<file path="config.mk">
export PLATFORM = sky130hd
export DESIGN_NAME = bounded_bucket_histogram
export DESIGN_NICKNAME = d
export VERILOG_FILES = /design/src/hw/rtl/bbh_pkg.sv /design/src/hw/rtl/bbh_front.sv /design/src/hw/rtl/bbh_cmd_fifo.sv /design/src/hw/rtl/bbh_back.sv /design/src/hw/rtl/bounded_bucket_histogram.sv
export VERILOG_INCLUDE_DIRS = /design/src /design/src/hw/rtl
export SDC_FILE = /design/constraint.sdc
export NUM_CORES = 1
export LEC_CHECK = 0
export BUFFER_PORTS_ARGS = -buffer_cell sky130_fd_sc_hd__buf_2
export CAP_MARGIN = 20
export CORE_MARGIN = 1.5
export CORE_UTILIZATION = 55
export CTS_BUF_LIST = sky130_fd_sc_hd__clkbuf_16
export CTS_CLUSTER_DIAMETER = 150
export DETAILED_ROUTE_END_ITERATION = 8
export GPL_TIMING_DRIVEN = 1
export PLACE_DENSITY_LB_ADDON = 0.15
export SYNTH_ARGS = -nofsm -noshare
export SYNTH_HDL_FRONTEND = slang
export SYNTH_SLANG_ARGS = --single-unit
</file>
<file path="constraint.sdc">
create_clock -name clk_i -period 4.49 [get_ports clk_i]
set_input_delay 0.449 -clock clk_i [delete_from_list [all_inputs] [get_ports clk_i]]
set_output_delay 0.449 -clock clk_i [all_outputs]
set_load 0.01 [all_outputs]
</file>
<file path="src/hw/rtl/bounded_bucket_histogram_macros.svh">
// Assertion macros for the bounded bucket histogram.
// Expects clk_i and rst_ni in the scope where a macro is used.
`ifndef BOUNDED_BUCKET_HISTOGRAM_MACROS_SVH
`define BOUNDED_BUCKET_HISTOGRAM_MACROS_SVH

// Same-cycle implication, checked out of reset.
`define BBH_ASSERT_NOW(lbl, ante, cons) \
  lbl: assert property (@(posedge clk_i) disable iff (!rst_ni) (ante) |-> (cons)) \
    else $error("bbh same-cycle check failed");

// Next-cycle implication, checked out of reset.
`define BBH_ASSERT_NEXT(lbl, ante, cons) \
  lbl: assert property (@(posedge clk_i) disable iff (!rst_ni) (ante) |=> (cons)) \
    else $error("bbh next-cycle check failed");

`endif

</file>
<file path="src/hw/rtl/bbh_pkg.sv">
// Shared types and constants for the bounded bucket histogram.
// No dependencies; used by every module of the block.
package bbh_pkg;

  localparam int unsigned MaxBucketsDef = 7;
  localparam int unsigned NumBoundRegs  = 7;
  localparam int unsigned ValueW        = 32;
  localparam int unsigned IdxW          = 3;
  localparam int unsigned CmdQDepth     = 4;
  localparam int unsigned CmdQPtrW      = $clog2(CmdQDepth);

  // Configuration register indexes
  localparam logic [IdxW-1:0] RegActive = 3'd0;
  localparam logic [IdxW-1:0] RegBound0 = 3'd1;

  typedef enum logic {
    ActRecord = 1'b0,
    ActReport = 1'b1
  } action_e;

  typedef enum logic {
    CmdSample = 1'b0,
    CmdReport = 1'b1
  } cmd_op_e;

  typedef enum logic {
    BkIdle   = 1'b0,
    BkReport = 1'b1
  } back_state_e;

  typedef struct packed {
    logic                     action;
    logic signed [ValueW-1:0] sample_value;
  } in_item_t;

  typedef struct packed {
    logic [IdxW-1:0]          bucket_index;
    logic signed [ValueW-1:0] bucket_bound;
    logic [ValueW-1:0]        bucket_total;
    logic                     last_bucket;
  } out_item_t;

  typedef struct packed {
    cmd_op_e         op;
    logic [IdxW-1:0] idx;
  } cmd_t;

  typedef struct packed {
    logic empty;
    logic full;
  } q_stat_t;

  typedef logic [NumBoundRegs-1:0][ValueW-1:0] bound_vec_t;

endpackage

</file>
<file path="src/hw/rtl/bbh_front.sv">
// Front end: takes start beats, classifies samples against the boundaries.
// Depends on bbh_pkg.
module bbh_front #(
  parameter int unsigned MaxBuckets = bbh_pkg::MaxBucketsDef
) (
  input  logic                            clk_i,
  input  logic                            rst_ni,
  input  logic                            start_i,
  input  bbh_pkg::in_item_t               item_i,
  input  logic [bbh_pkg::IdxW-1:0]        used_n_i,
  input  bbh_pkg::bound_vec_t             bounds_i,
  input  logic                            q_full_i,
  output logic                            busy_o,
  output logic                            push_o,
  output bbh_pkg::cmd_t                   cmd_o
);
  import bbh_pkg::*;

  logic            valid_q, valid_d;
  cmd_t            cmd_q, cmd_d;
  logic            hit;
  logic [IdxW-1:0] hit_idx;
  logic            accept;

  // parallel compares, lowest index wins
  always_comb begin
    hit     = 1'b0;
    hit_idx = '0;
    for (int i = MaxBuckets - 1; i >= 0; i--) begin
      if ((IdxW'(i) < used_n_i) && ($signed(bounds_i[i]) > item_i.sample_value)) begin
        hit     = 1'b1;
        hit_idx = IdxW'(i);
      end
    end
  end

  assign push_o = valid_q && !q_full_i;
  assign busy_o = valid_q && q_full_i;
  assign accept = start_i && !busy_o;
  assign cmd_o  = cmd_q;

  always_comb begin
    valid_d = valid_q;
    cmd_d   = cmd_q;
    if (accept) begin
      if (item_i.action == ActReport) begin
        valid_d = 1'b1;
        cmd_d   = '{op: CmdReport, idx: '0};
      end else begin
        // out-of-range samples are dropped here
        valid_d = hit;
        cmd_d   = '{op: CmdSample, idx: hit_idx};
      end
    end else if (push_o) begin
      valid_d = 1'b0;
    end
  end

  always_ff @(posedge clk_i or negedge rst_ni) begin
    if (!rst_ni) begin
      valid_q <= 1'b0;
    end else begin
      valid_q <= valid_d;
    end
  end

  always_ff @(posedge clk_i) begin
    cmd_q <= cmd_d;
  end

endmodule

</file>
<file path="src/hw/rtl/bbh_cmd_fifo.sv">
// Small command queue between front and back end.
// Depends on bbh_pkg.
module bbh_cmd_fifo (
  input  logic              clk_i,
  input  logic              rst_ni,
  input  logic              push_i,
  input  bbh_pkg::cmd_t     cmd_i,
  input  logic              pop_i,
  output bbh_pkg::cmd_t     cmd_o,
  output bbh_pkg::q_stat_t  stat_o
);
  import bbh_pkg::*;

  cmd_t                mem_q [CmdQDepth];
  logic [CmdQPtrW-1:0] wr_q, rd_q;
  logic [CmdQPtrW:0]   cnt_q;
  logic                do_push, do_pop;

  assign stat_o.empty = (cnt_q == '0);
  assign stat_o.full  = (cnt_q == (CmdQPtrW + 1)'(CmdQDepth));
  assign do_push      = push_i && !stat_o.full;
  assign do_pop       = pop_i && !stat_o.empty;
  assign cmd_o        = mem_q[rd_q];

  always_ff @(posedge clk_i or negedge rst_ni) begin
    if (!rst_ni) begin
      wr_q  <= '0;
      rd_q  <= '0;
      cnt_q <= '0;
    end else begin
      if (do_push) begin
        wr_q <= wr_q + 1'b1;
      end
      if (do_pop) begin
        rd_q <= rd_q + 1'b1;
      end
      if (do_push && !do_pop) begin
        cnt_q <= cnt_q + 1'b1;
      end else if (do_pop && !do_push) begin
        cnt_q <= cnt_q - 1'b1;
      end
    end
  end

  always_ff @(posedge clk_i) begin
    if (do_push) begin
      mem_q[wr_q] <= cmd_i;
    end
  end

endmodule

</file>
<file path="src/hw/rtl/bbh_back.sv">
// Back end: bucket counters, saturating increments and the report sequencer.
// Depends on bbh_pkg.
module bbh_back #(
  parameter int unsigned MaxBuckets = bbh_pkg::MaxBucketsDef
) (
  input  logic                     clk_i,
  input  logic                     rst_ni,
  input  logic                     q_valid_i,
  input  bbh_pkg::cmd_t            q_cmd_i,
  output logic                     q_pop_o,
  input  logic [bbh_pkg::IdxW-1:0] used_n_i,
  input  bbh_pkg::bound_vec_t      bounds_i,
  output logic                     result_valid_o,
  output bbh_pkg::out_item_t       result_o
);
  import bbh_pkg::*;

  localparam int unsigned CntIdxW = (MaxBuckets > 1) ? $clog2(MaxBuckets) : 1;

  back_state_e       state_q, state_d;
  logic [IdxW-1:0]   idx_q, idx_d;
  logic [IdxW-1:0]   last_q, last_d;
  logic [ValueW-1:0] cnt_q [MaxBuckets];
  logic [ValueW-1:0] cnt_d [MaxBuckets];
  out_item_t         res_q, res_d;
  logic              rvalid_q, rvalid_d;
  logic              inc, clr_all, emit, at_last;

  assign at_last = (idx_q == last_q);

  // next state
  always_comb begin
    state_d = state_q;
    unique case (state_q)
      BkIdle: begin
        if (q_valid_i && q_cmd_i.op == CmdReport && used_n_i != '0) begin
          state_d = BkReport;
        end
      end
      BkReport: begin
        if (at_last) begin
          state_d = BkIdle;
        end
      end
      default: state_d = BkIdle;
    endcase
  end

  // outputs of the sequencer
  always_comb begin
    q_pop_o = 1'b0;
    inc     = 1'b0;
    clr_all = 1'b0;
    emit    = 1'b0;
    idx_d   = idx_q;
    last_d  = last_q;
    unique case (state_q)
      BkIdle: begin
        q_pop_o = q_valid_i;
        if (q_valid_i) begin
          if (q_cmd_i.op == CmdSample) begin
            inc = 1'b1;
          end else begin
            clr_all = (used_n_i == '0);
            idx_d   = '0;
            last_d  = used_n_i - 1'b1;
          end
        end
      end
      BkReport: begin
        emit    = 1'b1;
        clr_all = at_last;
        idx_d   = idx_q + 1'b1;
      end
      default: ;
    endcase
  end

  always_comb begin
    for (int i = 0; i < MaxBuckets; i++) begin
      cnt_d[i] = cnt_q[i];
      if (clr_all) begin
        cnt_d[i] = '0;
      end else if (inc && q_cmd_i.idx == IdxW'(i) && cnt_q[i] != '1) begin
        cnt_d[i] = cnt_q[i] + 1'b1;
      end
    end
  end

  always_comb begin
    rvalid_d           = emit;
    res_d              = res_q;
    if (emit) begin
      res_d.bucket_index = idx_q;
      res_d.bucket_bound = bounds_i[idx_q];
      res_d.bucket_total = cnt_q[idx_q[CntIdxW-1:0]];
      res_d.last_bucket  = at_last;
    end
  end

  always_ff @(posedge clk_i or negedge rst_ni) begin
    if (!rst_ni) begin
      state_q  <= BkIdle;
      idx_q    <= '0;
      last_q   <= '0;
      rvalid_q <= 1'b0;
      for (int i = 0; i < MaxBuckets; i++) begin
        cnt_q[i] <= '0;
      end
    end else begin
      state_q  <= state_d;
      idx_q    <= idx_d;
      last_q   <= last_d;
      rvalid_q <= rvalid_d;
      for (int i = 0; i < MaxBuckets; i++) begin
        cnt_q[i] <= cnt_d[i];
      end
    end
  end

  always_ff @(posedge clk_i) begin
    res_q <= res_d;
  end

  assign result_valid_o = rvalid_q;
  assign result_o       = res_q;

endmodule

</file>
<file path="src/hw/rtl/bounded_bucket_histogram.sv">
// Top level of the bounded bucket histogram: config registers, front end,
// command queue and back end. Depends on bbh_pkg, bbh_front, bbh_cmd_fifo,
// bbh_back and bounded_bucket_histogram_macros.svh.
//
// Usage
//   Input beat: start_i high while busy_o is low. item_i.action selects
//   record (sample_value is binned) or report (dump and clear counters).
//   Config: cfg_we_i writes register cfg_idx_i (0 = active bucket count,
//   1..7 = boundaries 0..6) with cfg_wdata_i at the clock edge; the user
//   must write only while the block is idle, which the block does not enforce.
//   Results: result_valid_o strobes for one cycle per beat; no back-pressure.
//   A report gives one beat per active bucket in index order, the final one
//   flagged by last_bucket, then all counters read zero.
// Timing
//   Samples sustain one beat per cycle while busy_o is low; the back end
//   takes one command per cycle while idle. A report holds the back end:
//   it takes the command, then gives one beat per cycle. A four-entry
//   command queue absorbs beats meanwhile; busy_o rises only when it is
//   full and the front stage holds a command.
// Reset
//   Asynchronous, active low: counters, active count and boundaries go to
//   zero, queue empties, no result beat is pending.
module bounded_bucket_histogram #(
  parameter int unsigned MAX_BUCKETS = bbh_pkg::MaxBucketsDef
) (
  input  logic                       clk_i,
  input  logic                       rst_ni,
  input  logic                       start_i,
  input  bbh_pkg::in_item_t          item_i,
  output logic                       busy_o,
  input  logic                       cfg_we_i,
  input  logic [bbh_pkg::IdxW-1:0]   cfg_idx_i,
  input  logic [bbh_pkg::ValueW-1:0] cfg_wdata_i,
  output logic                       result_valid_o,
  output bbh_pkg::out_item_t         result_o
);
  import bbh_pkg::*;

`include "bounded_bucket_histogram_macros.svh"

  logic [IdxW-1:0] active_q;
  bound_vec_t      bounds_q;
  logic [IdxW-1:0] used_n;

  logic            push;
  cmd_t            front_cmd, q_cmd;
  q_stat_t         q_stat;
  logic            pop;

  // Config registers; an active count above the build limit is clamped.
  always_ff @(posedge clk_i or negedge rst_ni) begin
    if (!rst_ni) begin
      active_q <= '0;
      bounds_q <= '0;
    end else if (cfg_we_i) begin
      if (cfg_idx_i == RegActive) begin
        active_q <= cfg_wdata_i[IdxW-1:0];
      end else begin
        bounds_q[cfg_idx_i - RegBound0] <= cfg_wdata_i;
      end
    end
  end

  assign used_n = (active_q > IdxW'(MAX_BUCKETS)) ? IdxW'(MAX_BUCKETS) : active_q;

  bbh_front #(
    .MaxBuckets(MAX_BUCKETS)
  ) u_front (
    .clk_i    (clk_i),
    .rst_ni   (rst_ni),
    .start_i  (start_i),
    .item_i   (item_i),
    .used_n_i (used_n),
    .bounds_i (bounds_q),
    .q_full_i (q_stat.full),
    .busy_o   (busy_o),
    .push_o   (push),
    .cmd_o    (front_cmd)
  );

  bbh_cmd_fifo u_cmd_fifo (
    .clk_i  (clk_i),
    .rst_ni (rst_ni),
    .push_i (push),
    .cmd_i  (front_cmd),
    .pop_i  (pop),
    .cmd_o  (q_cmd),
    .stat_o (q_stat)
  );

  bbh_back #(
    .MaxBuckets(MAX_BUCKETS)
  ) u_back (
    .clk_i          (clk_i),
    .rst_ni         (rst_ni),
    .q_valid_i      (!q_stat.empty),
    .q_cmd_i        (q_cmd),
    .q_pop_o        (pop),
    .used_n_i       (used_n),
    .bounds_i       (bounds_q),
    .result_valid_o (result_valid_o),
    .result_o       (result_o)
  );

  // a report streams without gaps until its last beat
  `BBH_ASSERT_NEXT(a_report_gapless, result_valid_o && !result_o.last_bucket, result_valid_o)
  // reported index stays within the built counters
  `BBH_ASSERT_NOW(a_index_range, result_valid_o, result_o.bucket_index < IdxW'(MAX_BUCKETS))
  // indexes within a report climb by one
  `BBH_ASSERT_NOW(a_index_step, result_valid_o && result_o.bucket_index != '0, $past(result_valid_o) && ($past(result_o.bucket_index) + 1'b1 == result_o.bucket_index))

endmodule

</file>
==> results.toml <==
[pwr]
clockPowerShare = 0.266
switching_share = 0.362
p_sw_w = 0.00676
p_leak_nw = 15.6
seqPwrFrac = 0.400
ir_drop_mv = 0.522
internal_power_w = 0.0119
pwr-share-comb = 0.333
pwr_density_cell_mw_per_mm2 = 526

[logic_synthesis]
synth.avg_cell_area_um2 = 10.8
synth_commonest_cells = "467 x dfrtp_1, 370 x nor2_1, 254 x a21oi_1, 242 x ha_1, 227 x mux2_2"
mappedNetlistNets = 3271
async_reset_ff_frac = 0.841
post_synthesis_register_bit_count = 555
netlist.top_cell.by_area = "dfrtp_1"
post_synth_num_cell_types = 72
synth-edff-count = 88
yosysWarningCount = 0
synthesis.area_mm2 = 0.0319
synth_seq_area_share = 0.449
synth-main-ff-cell = "dfrtp_1"
synth_top_area_share = 0.367
synth_top_cells_by_area = "dfrtp_1 37%, ha_1 9.5%, edfxtp_1 8.3%, mux2_2 8.0%, mux4_2 4.8%"
synthMostInstantiatedCell = "dfrtp_1"
post_synth_inst_count = 2956

[placement]
dp_hpwl_um = 62400
detailedPlace.worstSlack_ps = 641
post_place_instance_area_mm2 = 0.0334
place.port_buffers = 141
gpl.final_weighted_congestion = 0.946

[routing]
drt_first_pass_iters = 5
drc_viols = 0
detail_route_antenna_nets = 0
finalWirelength_um = 88300
routed-via-count = 23900
vias_per_cell = 6.15
first_iter_violations = 1898
routedWlPerCell_um = 22.7

[floorplanning]
die_h_um = 244
ioPinCount = 142
rows = 88
chipWidth_um = 244
initial_core_util = 0.555
die_area_mm2 = 0.0594
placeableCoreArea_mm2 = 0.0575

[global_route]
grt_use_total = 0.301
grt_overflow = 0
grt_max_degree = 128
global_route_wire_length_before_repair_um = 140000
initial_antenna_violation_count = 6
grt_pass1_vias = 24400

[sta]
worst_slew_margin_rel = 0.352
fin_crit_ps = 3650
number_of_setup_violations_in_the_final_report = 0
fin_skew_ps = 19.8
worst-slew-pin-transition_ps = 957
share_of_the_cycle_needed_by_the_critical_path_after_routing = 0.812
clock.fmax_mhz = 274
rsz0062_at_grt = "no"
fin_worst_hold_slack_ps = 92.4
final-hold-violation-count = 0
layout_setup_ws_ps = 844
setup_total_negative_slack_ps = 0
drv_slew = 0

[setup_path]
maximum_fanout_along_the_worst_path = 20
critical_path_arrival_ps = 4140
setup.worst_path.class = "reg -> reg"
timing.critical_path.from_type = "flop"
critical_path.cell_chain = "mux4_2, nor4_2, nand3b_1, a31o_1, or2_1, or3_1, xnor2_1, nor2_1"
worst_path_largest_cell_delay_ps = 620
worstSetupEndpointType = "flop"
cpMaxStageDelayCell = "mux4_2"
crit_required_ps = 4980

[clock_network]
clock_tree_from_tritoncts = "done"
ctsHtreeMaxLevel = 2
numCtsBuffers = 60
ctsLongestPathBuffers = 3
cts_sinks = 555
number_of_resized_instances_in_the_post_cts_repair_step = 0
clkTransAtPathRegs_ps = 60
skew_pair_late_insertion_delay_ps = 640
root_buffer = "clkbuf_16"

[flow_run]
drv_cap = 0

[finish]
share_of_final_layout_standard_cells_stronger_than_drive_strength_1 = 0.188
antenna_cells_inserted = 0
final_design_area_no_fill_mm2 = 0.0354
syn_to_final_growth_pct = 11.1
layout.nets = 3389

[min_path]
hold_path_class = "in -> reg"

[status]
status = "complete, no violations"
-- cells by family after synthesis --
kind of cell | after synthesis | share of synthesized area
xor+xnor | 188 | 0.0516
flops | 555 | 0.449
mux | 368 | 0.151
buf+inv | 213 | 0.0265
fa+ha+maj | 243 | 0.0956
simple gates | 969 | 0.151
compound gates | 420 | 0.0750
-- final timing paths --
check,cells after the start,slack [ps],to,from
setup / recovery,8,840,u_back.cnt_q[171]$_DFFE_PN0P_,u_cmd_fifo.rd_q[0]$_DFFE_PN0P_
hold / removal,1,90,u_front.cmd_o[3]$_DFFE_PP_,item_i[32]
setup reg to reg,8,840,u_back.cnt_q[171]$_DFFE_PN0P_,u_cmd_fifo.rd_q[0]$_DFFE_PN0P_
hold reg to reg,2,500,u_back.last_q[1]$_DFFE_PN0P_,u_back.last_q[1]$_DFFE_PN0P_
max in group asynchronous,3,2900,bounds_q[108]$_DFFE_PN0P_,rst_ni
min in group asynchronous,2,440,u_back.cnt_q[215]$_DFFE_PN0P_,rst_ni
-- routing by layer --
metal | vias up | wire (µm) | global-route usage
met1 | 12000 | 37800 | 0.402
met4 | 12 | 3620 | 0.120
met5 | - | 61 | 0
met2 | 723 | 42400 | 0.495
met3 | 196 | 4500 | 0.0423
li1 | 11000 | - | -
-- worst max-delay path, delay by kind of cell, from the launching register on --
family | cells | cell delay, ps
muxes | 1 | 620
AOI/OAI and AO/OA | 1 | 340
DFF | 1 | 520
xor gates and xnor gates | 1 | 170
and+or+nand+nor | 5 | 1840
-- cells in the final DEF, fill, tap and decap left out, types with 46 or more instances in the layout --
cell / synthesis / final
dfrtp_1: 467 / 463
nor2_1: 370 / 369
a21oi_1: 254 / 254
ha_1: 242 / 242
mux2_2: 227 / 227
nand2_1: 161 / 160
buf_2: 7 / 140
inv_1: 95 / 107
nand4_1: 101 / 101
xor2_1: 100 / 100
xnor2_1: 88 / 88
edfxtp_1: 88 / 88
nand3_1: 83 / 83
mux2i_1: 73 / 73
o21ai_0: 72 / 72
mux4_2: 68 / 68
clkbuf_16: 0 / 62
or3_1: 46 / 46
-- repair_timing --
item / in CTS / in global routing
setup buffers: 0 / 0
hold buffers: 1 / 0
endpoints found under the hold margin: 89 / 0
-- area by class of cell --
cell class	instances	area [µm²]
clock buffer	62	1550
clock inverter	49	390
fill	4700	22000
inverter	95	357
multi-input combinational	2188	16800
sequential	555	14300
tap	765	957
timing repair buffer	174	1080
-- registers in the layout, summed over array words and instances (netlist names) --
register               count
u_back.state_q             1
u_back.result_valid_o      1
u_front.valid_q            1
u_front.cmd_o              4
u_back.cnt_q             224
bounds_q                 224
u_cmd_fifo.cnt_q           3
u_cmd_fifo.mem_q          16
u_back.result_o           68
active_q                   3
u_back.last_q              3
u_back.idx_q               3
u_cmd_fifo.wr_q            2
u_cmd_fifo.rd_q            2
-- metrics by stage --
step	utilization	power (W)	std cells
after floorplan	-	0.0115	2956
after global placement	0.582	0.0135	3774
after detailed placement	0.582	0.0137	3774
after CTS	0.616	0.0187	3886
after global routing	0.617	0.0197	3888
final	0.617	0.0187	3888
-- power by group through the flow --
| stage | sequential [W] | combinational, W | clock, W |
|---|---|---|---|
| 6_report | 0.00747 | 0.00622 | 0.00497 |
| 3_5_place_dp | 0.00754 | 0.00615 | 0 |
| 2_1_floorplan | 0.00723 | 0.00425 | 0 |
| 5_1_grt | 0.00760 | 0.00681 | 0.00526 |
| 4_1_cts | 0.00746 | 0.00620 | 0.00505 |
| 3_3_place_gp | 0.00748 | 0.00598 | 0 |
No activity file was read; power rests on OpenSTA's default activity.
